**src/rtl/kdlp_pkg.sv**
```systemverilog
// ============================================================================
// kdlp_pkg: shared types and constants of the key debounce event queue
// Beat formats of both channels, event coding, register indexes and the
// default parameter values.
// ============================================================================
package kdlp_pkg;

    localparam int DEF_QUEUE_DEPTH = 256;
    localparam int DEF_KEY_COUNT   = 4;
    localparam int DEF_COUNT_WIDTH = 16;

    // Key indexes travel at the width of the largest supported key count.
    localparam int KEY_W_MAX = 4;
    // Only the low keys have a level bit; the others always read as released.
    localparam int LEVEL_W   = 4;

    localparam int CFG_ADDR_W = 1;
    localparam int CFG_DATA_W = 16;

    localparam logic [CFG_ADDR_W-1:0] CFG_FILTER_TIME = 1'b0;
    localparam logic [CFG_ADDR_W-1:0] CFG_LONG_TIME   = 1'b1;

    localparam logic [CFG_DATA_W-1:0] FILTER_TIME_RST = 16'd5;
    localparam logic [CFG_DATA_W-1:0] LONG_TIME_RST   = 16'd100;

    localparam logic CMD_SCAN = 1'b0;
    localparam logic CMD_POP  = 1'b1;

    localparam int QCOUNT_W = 9;

    typedef enum logic [1:0] {
        KIND_NONE = 2'd0,
        KIND_DOWN = 2'd1,
        KIND_UP   = 2'd2,
        KIND_LONG = 2'd3
    } kdlp_kind_t;

    typedef struct packed {
        logic                command;
        logic [LEVEL_W-1:0]  key_levels;
    } kdlp_in_t;

    typedef struct packed {
        logic                event_valid;
        logic [1:0]          key_index;
        kdlp_kind_t          event_kind;
        logic [QCOUNT_W-1:0] queue_count;
        logic                overflow;
    } kdlp_out_t;

    typedef struct packed {
        logic [1:0] key;
        kdlp_kind_t kind;
    } kdlp_event_t;

    typedef struct packed {
        logic        valid;
        kdlp_event_t evt;
    } kdlp_push_t;

    typedef struct packed {
        logic                 valid;
        logic [KEY_W_MAX-1:0] key;
        logic                 down;
    } kdlp_key_op_t;

endpackage

```
**src/rtl/kdlp_key_engine.sv**
```systemverilog
// ============================================================================
// kdlp_key_engine: per-key debounce state
// Holds filter counter, long-press counter and pressed flag of every key in
// a small memory; reads a key at issue and writes the updated state back from
// the second stage, forwarding the last write when the same key follows itself.
// ============================================================================
module kdlp_key_engine #(
    parameter int KEY_COUNT   = kdlp_pkg::DEF_KEY_COUNT,
    parameter int COUNT_WIDTH = kdlp_pkg::DEF_COUNT_WIDTH
) (
    input  logic                                aclk,
    input  logic                                aresetn,
    input  logic                                advance,
    input  kdlp_pkg::kdlp_key_op_t              iss_op,
    input  kdlp_pkg::kdlp_key_op_t              s2_op,
    input  logic [kdlp_pkg::CFG_DATA_W-1:0]     filter_time,
    input  logic [kdlp_pkg::CFG_DATA_W-1:0]     long_time,
    output kdlp_pkg::kdlp_push_t                push
);
    import kdlp_pkg::*;

    localparam int KIDX_W = (KEY_COUNT > 1) ? $clog2(KEY_COUNT) : 1;
    localparam int FC_W   = COUNT_WIDTH;
    localparam int LC_W   = COUNT_WIDTH + 1;
    localparam int CMP_W  = (LC_W > CFG_DATA_W) ? LC_W : CFG_DATA_W;

    localparam logic [FC_W-1:0] FC_MAX = {FC_W{1'b1}};
    localparam logic [LC_W-1:0] LC_MAX = {LC_W{1'b1}};

    typedef struct packed {
        logic            pressed;
        logic [LC_W-1:0] lc;
        logic [FC_W-1:0] fc;
    } key_state_t;

    key_state_t key_mem [KEY_COUNT];
    key_state_t rdata_reg;
    key_state_t fwd_reg;
    logic [KIDX_W-1:0]    fwd_key_reg;
    logic                 fwd_vld_reg;
    logic                 rvld_reg;
    logic [KEY_COUNT-1:0] written_reg;

    logic [KIDX_W-1:0] iss_idx;
    logic [KIDX_W-1:0] s2_idx;
    key_state_t        cur;
    key_state_t        st_next;
    logic [CMP_W-1:0]  fc_x;
    logic [CMP_W-1:0]  lc_x;
    logic [CMP_W-1:0]  ft_x;
    logic [CMP_W-1:0]  lt_x;
    logic              do_rd;
    logic              do_wr;

    assign iss_idx = iss_op.key[KIDX_W-1:0];
    assign s2_idx  = s2_op.key[KIDX_W-1:0];
    assign do_rd   = advance && iss_op.valid;
    assign do_wr   = advance && s2_op.valid;

    always_ff @(posedge aclk) begin
        if (do_rd) begin
            rdata_reg <= key_mem[iss_idx];
        end
        if (do_wr) begin
            key_mem[s2_idx] <= st_next;
            fwd_reg         <= st_next;
            fwd_key_reg     <= s2_idx;
        end
    end

    // Entries never written read as the reset state, all counters at zero.
    always_ff @(posedge aclk) begin
        if (!aresetn) begin
            written_reg <= '0;
            rvld_reg    <= 1'b0;
            fwd_vld_reg <= 1'b0;
        end else begin
            if (do_rd) begin
                rvld_reg <= written_reg[iss_idx];
            end
            if (do_wr) begin
                written_reg[s2_idx] <= 1'b1;
                fwd_vld_reg         <= 1'b1;
            end
        end
    end

    always_comb begin
        if (fwd_vld_reg && (fwd_key_reg == s2_idx)) begin
            cur = fwd_reg;
        end else if (rvld_reg) begin
            cur = rdata_reg;
        end else begin
            cur = '0;
        end

        fc_x = CMP_W'(cur.fc);
        lc_x = CMP_W'(cur.lc);
        ft_x = CMP_W'(filter_time);
        lt_x = CMP_W'(long_time);

        st_next       = cur;
        push.valid    = 1'b0;
        push.evt.key  = s2_op.key[1:0];
        push.evt.kind = KIND_NONE;

        if (s2_op.down) begin
            if ((fc_x < ft_x) && (cur.fc != FC_MAX)) begin
                st_next.fc = cur.fc + FC_W'(1);
            end else if (!cur.pressed) begin
                st_next.pressed = 1'b1;
                push.valid      = 1'b1;
                push.evt.kind   = KIND_DOWN;
            end else begin
                if (cur.lc != LC_MAX) begin
                    st_next.lc = cur.lc + LC_W'(1);
                end
                if (lc_x == lt_x) begin
                    push.valid    = 1'b1;
                    push.evt.kind = KIND_LONG;
                end
            end
        end else begin
            if (cur.fc != '0) begin
                st_next.fc = cur.fc - FC_W'(1);
            end else begin
                if (cur.pressed) begin
                    st_next.pressed = 1'b0;
                    push.valid      = 1'b1;
                    push.evt.kind   = KIND_UP;
                end
                st_next.lc = '0;
            end
        end
    end

endmodule

```
**src/rtl/kdlp_event_queue.sv**
```systemverilog
// ============================================================================
// kdlp_event_queue: event FIFO
// Circular buffer of four-bit events in a synchronous memory with read and
// write pointers and a fill count. Pushes that find it full are dropped.
// ============================================================================
module kdlp_event_queue #(
    parameter int QUEUE_DEPTH = kdlp_pkg::DEF_QUEUE_DEPTH,
    parameter int CNT_W       = $clog2(kdlp_pkg::DEF_QUEUE_DEPTH + 1)
) (
    input  logic                   aclk,
    input  logic                   aresetn,
    input  logic                   pop_en,
    input  logic                   push_en,
    input  kdlp_pkg::kdlp_event_t  push_evt,
    output logic                   full,
    output logic [CNT_W-1:0]       count_after,
    output logic                   pop_hit,
    output kdlp_pkg::kdlp_event_t  pop_evt
);
    import kdlp_pkg::*;

    localparam int PTR_W = (QUEUE_DEPTH > 1) ? $clog2(QUEUE_DEPTH) : 1;
    localparam logic [PTR_W-1:0] PTR_LAST = PTR_W'(QUEUE_DEPTH - 1);
    localparam logic [CNT_W-1:0] CNT_FULL = CNT_W'(QUEUE_DEPTH);

    kdlp_event_t evt_mem [QUEUE_DEPTH];
    kdlp_event_t rdata_reg;
    logic [PTR_W-1:0] rd_ptr_reg;
    logic [PTR_W-1:0] wr_ptr_reg;
    logic [CNT_W-1:0] count_reg;
    logic             pop_hit_reg;
    logic             push_ok;
    logic             pop_ok;

    assign full        = (count_reg == CNT_FULL);
    assign push_ok     = push_en && !full;
    assign pop_ok      = pop_en && (count_reg != '0);
    assign count_after = count_reg + CNT_W'(push_ok);
    assign pop_hit     = pop_hit_reg;
    assign pop_evt     = rdata_reg;

    always_ff @(posedge aclk) begin
        if (push_ok) begin
            evt_mem[wr_ptr_reg] <= push_evt;
        end
        if (pop_en) begin
            rdata_reg <= evt_mem[rd_ptr_reg];
        end
    end

    always_ff @(posedge aclk) begin
        if (!aresetn) begin
            rd_ptr_reg  <= '0;
            wr_ptr_reg  <= '0;
            count_reg   <= '0;
            pop_hit_reg <= 1'b0;
        end else begin
            if (pop_en) begin
                pop_hit_reg <= pop_ok;
            end
            if (push_ok) begin
                wr_ptr_reg <= (wr_ptr_reg == PTR_LAST) ? '0 : wr_ptr_reg + PTR_W'(1);
            end
            if (pop_ok) begin
                rd_ptr_reg <= (rd_ptr_reg == PTR_LAST) ? '0 : rd_ptr_reg + PTR_W'(1);
            end
            count_reg <= count_reg + CNT_W'(push_ok) - CNT_W'(pop_ok);
        end
    end

    a_count_in_range: assert property (@(posedge aclk) disable iff (!aresetn)
        count_reg <= CNT_FULL)
        else $error("event count beyond queue depth");

    a_empty_ptrs: assert property (@(posedge aclk) disable iff (!aresetn)
        (count_reg == '0) |-> (rd_ptr_reg == wr_ptr_reg))
        else $error("empty queue with pointers apart");

    a_empty_pop: assert property (@(posedge aclk) disable iff (!aresetn)
        (pop_en && (count_reg == '0)) |=> !pop_hit_reg)
        else $error("pop from empty queue returned an event");

endmodule

```
**src/rtl/key_debounce_long_press_queue_top.sv**
```systemverilog
// ============================================================================
// key_debounce_long_press_queue_top: debounced keys with long press and queue
// Scan ticks update the per-key debounce state and queue down, up and long
// events; pop beats return the oldest queued event.
// ============================================================================
// A scan beat holds the input busy while it issues every key of the scan in turn,
// because every key makes one read and one write-back of the key-state memory
// and may push one event through the single write port of the event memory.
// A pop is not accepted while a key update is still in the second stage, so
// that it sees the last key's event. Each result passes through the second
// stage registers into the output register. While a result waits there, no
// beat is accepted; the next beat can be accepted in the cycle that the result
// leaves. After reset the block is usable at once; the event memory needs no
// clearing pass, and a stall on the result channel holds the whole pipeline.
module key_debounce_long_press_queue_top #(
    parameter int QUEUE_DEPTH = kdlp_pkg::DEF_QUEUE_DEPTH,
    parameter int KEY_COUNT   = kdlp_pkg::DEF_KEY_COUNT,
    parameter int COUNT_WIDTH = kdlp_pkg::DEF_COUNT_WIDTH
) (
    input  logic                             aclk,
    input  logic                             aresetn,
    input  logic                             s_valid,
    output logic                             s_ready,
    input  kdlp_pkg::kdlp_in_t               s_data,
    output logic                             m_valid,
    input  logic                             m_ready,
    output kdlp_pkg::kdlp_out_t              m_data,
    input  logic                             cfg_we,
    input  logic [kdlp_pkg::CFG_ADDR_W-1:0]  cfg_addr,
    input  logic [kdlp_pkg::CFG_DATA_W-1:0]  cfg_wdata
);
    import kdlp_pkg::*;

    localparam int KIDX_W = (KEY_COUNT > 1) ? $clog2(KEY_COUNT) : 1;
    localparam int CNT_W  = $clog2(QUEUE_DEPTH + 1);
    localparam logic [KIDX_W-1:0] KEY_LAST = KIDX_W'(KEY_COUNT - 1);

    logic [CFG_DATA_W-1:0] filter_time_reg;
    logic [CFG_DATA_W-1:0] long_time_reg;

    logic                busy_reg;
    logic [KIDX_W-1:0]   key_cnt_reg;
    logic [LEVEL_W-1:0]  levels_reg;

    logic                 s2_vld_reg;
    logic                 s2_pop_reg;
    logic                 s2_first_reg;
    logic                 s2_last_reg;
    logic [KEY_W_MAX-1:0] s2_key_reg;
    logic                 s2_down_reg;
    logic                 ovf_acc_reg;

    logic      m_valid_reg;
    kdlp_out_t m_data_reg;

    logic                 advance;
    logic                 acc;
    logic                 iss_scan;
    logic                 iss_pop;
    logic [KIDX_W-1:0]    iss_kidx;
    logic [KEY_W_MAX-1:0] iss_key;
    logic [LEVEL_W-1:0]   iss_levels;
    logic                 iss_first;
    logic                 iss_last;
    logic                 iss_down;

    kdlp_key_op_t iss_op;
    kdlp_key_op_t s2_op;
    kdlp_push_t   push;

    logic             q_full;
    logic [CNT_W-1:0] q_count_after;
    logic             q_pop_hit;
    kdlp_event_t      q_pop_evt;
    logic             push_en;
    logic             drop;
    logic [CNT_W+QCOUNT_W-1:0] qc_ext;
    kdlp_out_t        result;
    logic             result_vld;

    // The whole pipeline moves only while the output register can take a beat.
    assign advance = !m_valid_reg || m_ready;
    assign s_ready = advance && !busy_reg
                     && !((s_data.command == CMD_POP) && s2_op.valid);
    assign acc     = s_valid && s_ready;

    assign iss_pop    = acc && (s_data.command == CMD_POP);
    assign iss_scan   = advance && (busy_reg || (acc && (s_data.command == CMD_SCAN)));
    assign iss_kidx   = busy_reg ? key_cnt_reg : '0;
    assign iss_key    = KEY_W_MAX'(iss_kidx);
    assign iss_levels = busy_reg ? levels_reg : s_data.key_levels;
    assign iss_first  = !busy_reg;
    assign iss_last   = busy_reg ? (key_cnt_reg == KEY_LAST) : (KEY_COUNT == 1);
    assign iss_down   = (iss_key < KEY_W_MAX'(LEVEL_W)) && iss_levels[iss_key[1:0]];

    assign iss_op.valid = iss_scan;
    assign iss_op.key   = iss_key;
    assign iss_op.down  = iss_down;

    assign s2_op.valid = s2_vld_reg && !s2_pop_reg;
    assign s2_op.key   = s2_key_reg;
    assign s2_op.down  = s2_down_reg;

    always_ff @(posedge aclk) begin
        if (!aresetn) begin
            filter_time_reg <= FILTER_TIME_RST;
            long_time_reg   <= LONG_TIME_RST;
        end else if (cfg_we) begin
            case (cfg_addr)
                CFG_FILTER_TIME: filter_time_reg <= cfg_wdata;
                CFG_LONG_TIME:   long_time_reg   <= cfg_wdata;
                default: begin
                end
            endcase
        end
    end

    always_ff @(posedge aclk) begin
        if (!aresetn) begin
            busy_reg    <= 1'b0;
            key_cnt_reg <= '0;
        end else if (advance) begin
            if (acc && (s_data.command == CMD_SCAN) && (KEY_COUNT > 1)) begin
                busy_reg    <= 1'b1;
                key_cnt_reg <= KIDX_W'(1);
            end else if (busy_reg) begin
                if (key_cnt_reg == KEY_LAST) begin
                    busy_reg <= 1'b0;
                end
                key_cnt_reg <= key_cnt_reg + KIDX_W'(1);
            end
        end
    end

    always_ff @(posedge aclk) begin
        if (acc) begin
            levels_reg <= s_data.key_levels;
        end
        if (advance) begin
            s2_key_reg   <= iss_key;
            s2_down_reg  <= iss_down;
            s2_first_reg <= iss_first;
            s2_last_reg  <= iss_last;
        end
    end

    always_ff @(posedge aclk) begin
        if (!aresetn) begin
            s2_vld_reg  <= 1'b0;
            s2_pop_reg  <= 1'b0;
            ovf_acc_reg <= 1'b0;
        end else if (advance) begin
            s2_vld_reg <= iss_scan || iss_pop;
            s2_pop_reg <= iss_pop;
            if (s2_op.valid) begin
                ovf_acc_reg <= (s2_first_reg ? 1'b0 : ovf_acc_reg) | drop;
            end
        end
    end

    kdlp_key_engine #(
        .KEY_COUNT   (KEY_COUNT),
        .COUNT_WIDTH (COUNT_WIDTH)
    ) u_key_engine (
        .aclk        (aclk),
        .aresetn     (aresetn),
        .advance     (advance),
        .iss_op      (iss_op),
        .s2_op       (s2_op),
        .filter_time (filter_time_reg),
        .long_time   (long_time_reg),
        .push        (push)
    );

    assign push_en = advance && s2_op.valid && push.valid;
    assign drop    = s2_op.valid && push.valid && q_full;

    kdlp_event_queue #(
        .QUEUE_DEPTH (QUEUE_DEPTH),
        .CNT_W       (CNT_W)
    ) u_event_queue (
        .aclk        (aclk),
        .aresetn     (aresetn),
        .pop_en      (iss_pop),
        .push_en     (push_en),
        .push_evt    (push.evt),
        .full        (q_full),
        .count_after (q_count_after),
        .pop_hit     (q_pop_hit),
        .pop_evt     (q_pop_evt)
    );

    assign qc_ext     = {{QCOUNT_W{1'b0}}, q_count_after};
    assign result_vld = s2_vld_reg && (s2_pop_reg || s2_last_reg);

    always_comb begin
        result.queue_count = qc_ext[QCOUNT_W-1:0];
        if (s2_pop_reg) begin
            result.event_valid = q_pop_hit;
            result.key_index   = q_pop_hit ? q_pop_evt.key : 2'd0;
            result.event_kind  = q_pop_hit ? q_pop_evt.kind : KIND_NONE;
            result.overflow    = 1'b0;
        end else begin
            result.event_valid = 1'b0;
            result.key_index   = 2'd0;
            result.event_kind  = KIND_NONE;
            result.overflow    = (s2_first_reg ? 1'b0 : ovf_acc_reg) | drop;
        end
    end

    always_ff @(posedge aclk) begin
        if (!aresetn) begin
            m_valid_reg <= 1'b0;
        end else if (advance) begin
            m_valid_reg <= result_vld;
        end
    end

    always_ff @(posedge aclk) begin
        if (advance && result_vld) begin
            m_data_reg <= result;
        end
    end

    assign m_valid = m_valid_reg;
    assign m_data  = m_data_reg;

    a_no_accept_busy: assert property (@(posedge aclk) disable iff (!aresetn)
        busy_reg |-> !s_ready)
        else $error("beat accepted during a multi-cycle scan");

    a_pop_after_scan: assert property (@(posedge aclk) disable iff (!aresetn)
        iss_pop |-> !s2_op.valid)
        else $error("pop issued while a key update is in flight");

    a_event_has_kind: assert property (@(posedge aclk) disable iff (!aresetn)
        (m_valid_reg && m_data_reg.event_valid) |-> (m_data_reg.event_kind != KIND_NONE))
        else $error("popped event without a kind");

    a_scan_no_event: assert property (@(posedge aclk) disable iff (!aresetn)
        (advance && result_vld && !s2_pop_reg) |=> !m_data_reg.event_valid)
        else $error("scan result flagged as event");

endmodule
```
**config.mk**
```make
export PLATFORM = sky130hd
export DESIGN_NAME = key_debounce_long_press_queue_top
export DESIGN_NICKNAME = d
export VERILOG_FILES = /design/src/rtl/kdlp_pkg.sv /design/src/rtl/kdlp_key_engine.sv /design/src/rtl/kdlp_event_queue.sv /design/src/rtl/key_debounce_long_press_queue_top.sv
export SDC_FILE = /design/constraint.sdc
export NUM_CORES = 2
export LEC_CHECK = 0
export BUFFER_PORTS_ARGS = -buffer_cell sky130_fd_sc_hd__buf_2
export CORE_MARGIN = 2
export CORE_UTILIZATION = 37
export CTS_CLUSTER_SIZE = 12
export DETAILED_ROUTE_END_ITERATION = 16
export PLACE_DENSITY = 0.61
export RECOVER_POWER = 50
export SYNTH_ARGS = -nofsm -noshare
export SYNTH_HDL_FRONTEND = slang
export SYNTH_SLANG_ARGS = --single-unit
export TNS_END_PERCENT = 20
```
**constraint.sdc**
```tcl
create_clock -name aclk -period 16.8 [get_ports aclk]
set_clock_uncertainty 0.15 [all_clocks]
set_input_delay 0.84 -clock aclk [delete_from_list [all_inputs] [get_ports aclk]]
set_output_delay 0.84 -clock aclk [all_outputs]
set_load 0.005 [all_outputs]
```
==> results.toml <==
[clock_tree]
insertion_delay_ns = 0.77
cts.htree.levels = 4
numCtsBuffers = 136
root_buffer = "clkbuf_16"
cts-resized-gates = 0
clk_pin_slew_ns = 0.06
cts_sinks = 1329
postCtsSetupBuffers = 0
cts_hold_buf = 0
tritoncts = "built"
cts_buffer_depth = 3

[yosys]
syn_inst = 3058
postSynthNetCount = 3113
synth_area_per_cell_sq_um = 17.8
async_flop_share_pct = 0
synthFlopType = "edfxtp_1"
synth.area.top_cells = "edfxtp_1, mux4_2, dfxtp_1"
synthMostInstantiatedCell = "edfxtp_1"
ys_seq_elements = 1329
synth_edf_count = 1258
synth_top_cell_by_area = "edfxtp_1"
synth_cell_types = 80
yosysSeqAreaShare_pct = 72.1
yosysWarnings = 0
netlist_area_sq_um = 54300
synthDominantCellAreaShare_pct = 69.5
synth_common_cells = "edfxtp_1, mux4_2, nor2_1"

[floorplan]
start_util_pct = 37.3
die_area_sq_um = 150000
rows = 140
ios = 44
core-area_sq_um = 146000
fp.dieW_um = 387
dieHeight_um = 387

[power]
total_leakage_power_nw = 18.7
ir_drop_mv = 0.0789
powerDensity_nw_per_um2 = 125

[timing]
whs_ns = 0.119
rsz0062_at_grt = "false"
period_share_pct = 65.9
setup_violations = 0
fin_tns_setup_ns = 0
fmax_mhz = 90.3
slew_headroom_pct = -194
finalHoldViolations = 0
maxSlewViolCount = 1026
min_period_ns = 11.07
worst_pin_slew_ns = 4.42

[drt]
viasPerCell = 5.49
drc = 0
ant_nets = 0
drt_pass1_iterations = 5
drt_iter0_drc = 2881
wirelength_um = 123000
route.detailed.wl_per_inst_um = 24.2
dr_total_vias = 28000

[critical_path]
end_kind = "flip-flop"
path_class = "flip-flop to flip-flop"
critPathLaunchType = "flip-flop"
crit_fanout = 89
arrival_ns = 11.59
required_ns = 17.32

[global_route]
antenna_found_initial = 4
grt_pass1_wl_um = 186000
grt_overflow = 0
grt_pass1_vias = 27900
track_usage_pct = 16.4
grt_max_degree = 174

[status]
outcome = "finished with violations"
violations = "capacitance limit, slew limit"

[finish]
top_register = "u_event_queue.evt_mem"
layout-drive-gt1-share_pct = 18.9
largestRegisters = "u_event_queue.evt_mem x1024, u_key_engine.key_mem x136"
filler_cell_count = 12800
largest_reg_flops = 1024
area_growth_pct = 11.5
layout.nets = 3156
post-route-cell-area_sq_um = 60600
multiInputGateArea_sq_um = 14200
seq_area_sq_um = 39200

[min_path]
hold_class = "input port to flip-flop"

[placement]
place_congestion = 0.849
port_buffers = 43
place_hpwl_um = 72700
post_dp_cell_area_sq_um = 56600

[job]
max_cap_violations = 20
==> per-layer routing <==
| layer | track usage (%) | routed length [um] | vias up |
|---|---|---|---|
| li1 | - | - | 12300 |
| met1 | 23.3 | 53900 | 14700 |
| met2 | 26.1 | 59300 | 920 |
| met3 | 2.98 | 7640 | 164 |
| met4 | 4.38 | 2530 | 0 |
| met5 | 0 | 0 | - |
==> cells in the final DEF, fill, tap and decap left out, types with 26 or more instances in the layout <==
cell type     n
a211oi_1     51
a21oi_1      83
a31oi_1      50
and3_1       26
buf_2        30
clkbuf_1     79
clkbuf_16   140
dfxtp_1      67
edfxtp_1   1258
ha_1         28
inv_1        49
mux4_2      338
nand2_1     232
nand3_1      36
nor2_1      303
nor2b_1      46
o21ai_0      35
xnor2_1      27
==> cells by family (layout without fill, tap and decap cells) <==
logic type | Yosys count | count (layout) | share of synthesized area, %
muxes | 357 | 357 | 14.4
adders and majority gates | 28 | 28 | 0.645
DFF | 1329 | 1329 | 72.1
xor gates and xnor gates | 48 | 48 | 0.829
buffers and inverters | 233 | 358 | 1.73
other | 0 | 1 | 0
and+or+nand+nor | 765 | 765 | 6.67
AOI/OAI and AO/OA | 298 | 298 | 3.60
==> power by group <==
part	total (mW)	switching [mW]	internal [mW]
sequential	3.77	0.0672	3.70
clock	2.82	1.23	1.59
combinational	0.974	0.497	0.476
total	7.56	1.79	5.77
==> critical path: stages, from the launching register on <==
cell and delay (ns):
edfxtp_1 0.38, clkbuf_1 2.81, xor2_1 1.02, nor3_4 0.39, clkbuf_1 1.05, o21ai_0 0.57
ha_1 0.43, and2_0 0.17, a221o_1 0.36, nor3_1 0.21, a311oi_1 0.09, o21ai_0 0.18
buf_4 0.24, o31ai_1 0.14, nor2_1 0.22, clkinv_2 0.53, ha_1 0.50, ha_1 0.25
nand3_1 0.11, xor2_1 0.25, nand2_1 0.11, nor3_1 0.23, nand2_1 0.11, or3_1 0.31
a21oi_1 0.13
==> path summary, 6_finish.rpt <==
path	start	end	slack [ns]	cells after the start
setup / recovery	s2_key_reg[0]	u_event_queue.count_reg[8]	5.73	24
hold / removal	s_data[1]	levels_reg[1]	0.12	1
setup reg to reg	s2_key_reg[0]	u_event_queue.count_reg[8]	5.73	24
hold reg to reg	long_time_reg[8]	long_time_reg[8]	0.30	2
==> stage by stage <==
stage	utilization, %	setup slack (ns)	instances	total power [mW]
floorplan	-	0.633	3058	4.56
global placement	38.9	9.67	4880	4.81
detailed placement	38.9	9.54	4880	4.82
CTS	41.7	9.54	5100	7.63
global route	41.6	4.53	5100	7.84
finish	41.6	5.73	5101	7.56
==> final cells by class <==
class                           count  area share (%)
Tap cell                         1917            3.96
Clock inverter                     34           0.618
Sequential cell                  1329            64.7
Multi-Input combinational cell   1496            23.5
Timing Repair Buffer               85           0.762
Antenna cell                        1         0.00413
Inverter                           53           0.339
Clock buffer                      186            6.12
Power figures use the tool's default switching activity.
